**config.mk**
```make
export PLATFORM = sky130hd
export DESIGN_NAME = ffha_ctrl
export DESIGN_NICKNAME = d
export VERILOG_FILES = /design/src/hw/rtl/ffha_pkg.sv /design/src/hw/rtl/ffha_ctrl.sv
export SDC_FILE = /design/constraint.sdc
export NUM_CORES = 1
export LEC_CHECK = 0
export BUFFER_PORTS_ARGS = -buffer_cell sky130_fd_sc_hd__clkbuf_2
export CORE_MARGIN = 2
export CORE_UTILIZATION = 33
export CTS_BUF_LIST = sky130_fd_sc_hd__clkbuf_16
export DETAILED_ROUTE_END_ITERATION = 12
export PLACE_DENSITY = 0.66
export SLEW_MARGIN = 15
export SYNTH_ARGS = -nofsm -noshare
export SYNTH_HDL_FRONTEND = slang
export SYNTH_SLANG_ARGS = --single-unit
```
**constraint.sdc**
```tcl
create_clock -name clk -period 1.15 [get_ports clk]
set_input_delay 0.23 -clock clk [delete_from_list [all_inputs] [get_ports clk]]
set_output_delay 0.23 -clock clk [all_outputs]
set_load 0.05 [all_outputs]
```
**src/hw/rtl/ffha_pkg.sv**
```systemverilog
// Package for the first-fit heap allocator: shared constants, types, codes.
// No dependencies.
package ffha_pkg;
  localparam int unsigned MaxBlocks   = 64;
  localparam int unsigned HeaderBytes = 12;
  localparam logic [27:0] HeapMin     = 28'd64;
  localparam logic [27:0] HeapMax     = 28'd134217728;
  localparam logic [31:0] BaseReset   = 32'd1048576;

  typedef enum logic [1:0] {
    ST_OK      = 2'd0,
    ST_NOOP    = 2'd1,
    ST_NOMEM   = 2'd2,
    ST_UNKNOWN = 2'd3
  } status_t;

  typedef enum logic [3:0] {
    S_INIT, S_IDLE, S_RD, S_CHK, S_SLOT, S_SPLIT, S_TAKE, S_FREE, S_NXRD,
    S_MERGE, S_DONE
  } state_t;

  // controller -> datapath
  typedef struct packed {
    logic init;      // clear table, one free block
    logic latch;     // capture request
    logic rd_cur;    // read entry at cur
    logic adv;       // cur <= link, steps++
    logic slot_scan; // find empty slot (registered)
    logic split;     // write split entries
    logic take;      // mark cur used, add used
    logic free_cur;  // mark cur free, subtract used
    logic rd_nx;     // read entry at link of cur
    logic merge;     // merge cur with next
    logic done;      // result strobe
    status_t st;
  } cmd_t;

  // datapath -> controller
  typedef struct packed {
    logic is_alloc;
    logic zero_req;
    logic null_addr;
    logic hit;       // cur entry matches
    logic at_end;    // cur is end mark or steps exhausted
    logic can_split;
    logic slot_ok;
    logic nx_free;   // next exists and is free
  } stat_t;
endpackage

```
**src/hw/rtl/ffha_ctrl.sv**
```systemverilog
// Controller state machine of the heap allocator.
// Depends on ffha_pkg.
module ffha_ctrl (
  input  logic            clk,
  input  logic            rst,
  input  logic            start,
  input  logic            cfg_wr,
  input  ffha_pkg::stat_t stat,
  output logic            busy,
  output ffha_pkg::cmd_t  cmd
);
  ffha_pkg::state_t state, state_next;

  always_ff @(posedge clk) begin
    if (rst) state <= ffha_pkg::S_INIT;
    else if (cfg_wr) state <= ffha_pkg::S_INIT;
    else state <= state_next;
  end

  always_comb begin
    cmd = '0;
    cmd.st = ffha_pkg::ST_OK;
    state_next = state;
    busy = (state != ffha_pkg::S_IDLE);
    unique case (state)
      ffha_pkg::S_INIT: begin
        cmd.init = 1'b1;
        state_next = ffha_pkg::S_IDLE;
      end
      ffha_pkg::S_IDLE: begin
        if (start) begin
          cmd.latch = 1'b1;
          state_next = ffha_pkg::S_RD;
        end
      end
      ffha_pkg::S_RD: begin
        if ((stat.is_alloc && stat.zero_req) || (!stat.is_alloc && stat.null_addr)) begin
          cmd.done = 1'b1;
          cmd.st = ffha_pkg::ST_NOOP;
          state_next = ffha_pkg::S_IDLE;
        end else if (stat.at_end) begin
          cmd.done = 1'b1;
          cmd.st = stat.is_alloc ? ffha_pkg::ST_NOMEM : ffha_pkg::ST_UNKNOWN;
          state_next = ffha_pkg::S_IDLE;
        end else begin
          cmd.rd_cur = 1'b1;
          state_next = ffha_pkg::S_CHK;
        end
      end
      ffha_pkg::S_CHK: begin
        if (stat.hit) begin
          if (!stat.is_alloc) state_next = ffha_pkg::S_FREE;
          else if (stat.can_split) begin
            cmd.slot_scan = 1'b1;
            state_next = ffha_pkg::S_SLOT;
          end else state_next = ffha_pkg::S_TAKE;
        end else begin
          cmd.adv = 1'b1;
          state_next = ffha_pkg::S_RD;
        end
      end
      ffha_pkg::S_SLOT: state_next = stat.slot_ok ? ffha_pkg::S_SPLIT : ffha_pkg::S_TAKE;
      ffha_pkg::S_SPLIT: begin
        cmd.split = 1'b1;
        state_next = ffha_pkg::S_TAKE;
      end
      ffha_pkg::S_TAKE: begin
        cmd.take = 1'b1;
        state_next = ffha_pkg::S_DONE;
      end
      ffha_pkg::S_FREE: begin
        cmd.free_cur = 1'b1;
        cmd.rd_nx = 1'b1;
        state_next = ffha_pkg::S_NXRD;
      end
      ffha_pkg::S_NXRD: state_next = stat.nx_free ? ffha_pkg::S_MERGE : ffha_pkg::S_DONE;
      ffha_pkg::S_MERGE: begin
        cmd.merge = 1'b1;
        state_next = ffha_pkg::S_DONE;
      end
      ffha_pkg::S_DONE: begin
        cmd.done = 1'b1;
        state_next = ffha_pkg::S_IDLE;
      end
      default: state_next = ffha_pkg::S_INIT;
    endcase
  end
endmodule

```
* Word-level counts from Yosys, hierarchy flattened
Cells that the tools add are included.
Cells by class: equal/unequal tests 12, multiplexer cells 29, reduce and logical (&&, ||, !) cells 8
Operators by type and width (number):
- 4-bit one-hot mux with 9 select lines | 1
- 4-bit by 3-bit == test with 1-bit output (second input constant) | 4
- 4-bit 2-to-1 mux | 4
- 1-bit 2-to-1 mux | 14
- 2-bit 2-to-1 mux | 7
- 4-bit == test (second input constant) | 3
- 4-bit by 2-bit == test with 1-bit output (second input constant) | 2
- 3-bit 2-to-1 mux | 2
- 2-bit OR reduction | 3
- 4-bit by 1-bit == test with 1-bit output (second input constant) | 1
- 4-bit logical NOT | 1
- 4-bit by 1-bit != test with 1-bit output (second input constant) | 1
- 1-bit logical AND | 2
- 2-bit != test (second input constant) | 1
- 1-bit one-hot mux with 2 select lines | 1
- 1-bit logical NOT | 1
- 1-bit logical OR | 1
Word-level totals: output and inout bits 14, register bits after elaboration 4, input bits 12, word-level logic and storage cells 50

* Depth between registers and ports, before layout
depth in word-level cells 5, gate-level depth with buffers 5

* Worst setup path before layout
No wires, ideal clock.
path type reg2out, from register state[1], to output port cmd[12] (netlist bit), required time 0.920 ns, arrival 2.048 ns, path buffers 1, cell stages (with the launch flop) 3, path slack -1.128 ns, cells stage by stage dfxtp_1 buf_4 nor4_1
RTL lines:
- from (decl) | line ffha_ctrl.sv:12 | ffha_pkg::state_t state, state_next;
- from (signal assigned) | line ffha_ctrl.sv:15 | if (rst) state <= ffha_pkg::S_INIT;
- from (signal assigned) | line ffha_ctrl.sv:16 | else if (cfg_wr) state <= ffha_pkg::S_INIT;
- from (signal assigned) | line ffha_ctrl.sv:17 | else state <= state_next;
- to (decl) | line ffha_ctrl.sv:10 | output ffha_pkg::cmd_t cmd

==> metrics.txt <==
gpl congestion 0.891; r2r setup slk -0.18 ns; ys flop type dfxtp_1; global-route wire length before repair 2.51 mm; layout cell share with drive strength beyond 1 0.745; clock root cell clkbuf_16; I/O Buffers 25; final worst-path setup slack -0.332 ns; clk_skew 0.000546 ns; CP arrival 1.25 ns; VDD IR-drop max 0.000902 V; Vias/cell 5.39; status finished, violations left; layout net count 124; biggest regs state x4; Max Cap Violations 0; Yosys reg bits 4; Die H 40.1 um; WL final 2.02 mm; Antenna Nets Post-Route 0; worst hold path class input port to register; Max Clock Freq 0.675 GHz; Tot Pwr 962 uW; H-tree lvl count 1; Pins Over Slew Limit 0; xor/xnor share of the synthesized area 0; synthesized net count 77; crit path max fanout 6; CTS Buf Count 3; Post-route DRC 0; vias in the first global route 577; Final Hold Vio Count 0; clock latency on the worst-skew pair 0.22 ns; Clock transition at path regs 0.03 ns; most common cell after layout, fill and taps aside buf_4; Worst setup startpoint state[3]; final setup fails 16; global route overflow 0; die width 40.1 um; CTS tree done; Die ar. 1610 um2; Synth Area in Adders 0; sequential area share after synthesis 0.186; Mapped Area 430 um2; clk sinks 4; initial antenna violation count 0; post-synthesis compound-gate area fraction 0.244; failing checks negative setup slack; crit path capture cmd[4]; RSZ-0062 raised after global routing yes; commonest cells after routing, fill and taps aside buf_4 (16), clkbuf_2 (11), buf_8 (8); synthesized area per cell 6.62 um2; clk buf depth 2; worst path required time 0.92 ns; YS warnings 0; pre-CTS worst setup slack -0.292 ns; Yosys cell types 25; worst r2r dst state[1]; hpwl dp 1.08 mm; Setup CP Type register to primary output; initial core utilization 0.344; Pleak 0.508 nW; fraction of registers with async set or reset after synthesis 0; Synth Area in Simple Gates 0.459; hold slack 0.280 ns; RR Startpoint state[1]; element type at the critical path end primary output; crit path launch type register; relative slew slack 0.773; cell row count 13; number of diodes 0; post-route minimum period 1.48 ns; Post-synth EDFFs 0; largest family of logic cells by synthesized area simple AND/OR/NAND/NOR gates; GRT Overall Usage 0.238; Post-Synthesis Cells 65; max reg flops 4; # IOs 26; mux cell area share after synthesis 0.0233; core box area 1250 um2; initial detailed-routing violation count 21; vias 674; reg2reg path depth 6; largest net degree at the start of global routing 10; Worst Tran Pin Value 0.340 ns; drt wl/cell 16.2 um; Area growth syn-to-layout 161%; period utilisation layout 1.29; first drt pass iteration count 4; pwr dens 856 nW/um2; Biggest register state
## where the power goes
group / total, mW / switching, mW / internal [mW]
Combinational: 0.276 / 0.146 / 0.130
Clock: 0.537 / 0.0936 / 0.444
Sequential: 0.149 / 0.00797 / 0.141
## critical path, cell delays in order, from the launching register on
cell	delay (ns)
dfxtp_2	0.33
and2b_4	0.31
and3_4	0.21
clkbuf_8	0.18
## repair_timing
action | CTS | global route
setup buffers | 3 | 1
endpoints found under the setup margin | 18 | 16
endpoints found under the hold margin | 0 | 0
gates resized for setup | 43 | 22
pin swaps | 3 | 7
hold buffers | 0 | 0
## per-stage QoR
step	TNS, ns	utilization	cell area, um2	std cells
6_report	-4.06	0.897	1120	125
5_1_grt	-4.71	0.897	1120	125
4_1_cts	-3.85	0.844	1060	124
3_5_place_dp	-3.53	0.624	782	118
3_3_place_gp	-3.25	0.624	782	118
2_1_floorplan	-1.57	-	563	65
## Yosys cell counts, drive strengths merged, types with 2 or more instances
cell type,n,area share
nand2,6,0.052
inv,2,0.017
o22ai,2,0.029
buf,5,0.070
and3,3,0.044
nor2,15,0.13
a21oi,4,0.047
nand2b,3,0.044
dfxtp,4,0.19
nor2b,2,0.035
a31oi,2,0.029
nor3,4,0.047
nor4,3,0.044
## cells by family (layout without fill, tap and decap cells)
family / count (synthesis) / count (layout)
multiplexers: 1 / 1
AND/OR/NAND/NOR: 40 / 40
flip-flops: 4 / 4
buffers and inverters: 7 / 52
AO/OA/AOI/OAI: 13 / 13
## routing by layer
layer | vias to the layer above | track usage | part of all wire
li1 | 322 | - | -
met2 | 28 | 0.403 | 0.54
met4 | 0 | 0.103 | 0.014
met5 | - | 0 | 0
met3 | 4 | 0.0333 | 0.049
met1 | 320 | 0.294 | 0.39
## area by class of cell
| class | instances | area [um2] |
|---|---|---|
| sequential | 4 | 90.1 |
| clock buffer | 3 | 75.1 |
| tap | 15 | 18.8 |
| inverter | 2 | 7.51 |
| fill | 57 | 129 |
| timing repair buffer | 47 | 457 |
| multi-input combinational | 54 | 475 |
## how the worst min path moves through the flow
stage | startpoint | end | slack, ns | cells past startpoint
2_1_floorplan | rst | state[0] | 0.30 | 1
3_3_place_gp | rst | state[0] | 0.50 | 2
3_5_place_dp | rst | state[2] | 0.50 | 2
4_1_cts | rst | state[0] | 0.26 | 2
5_1_grt | rst | state[0] | 0.29 | 2
6_report | rst | state[0] | 0.28 | 2
No activity file was read; power rests on OpenSTA's default activity.
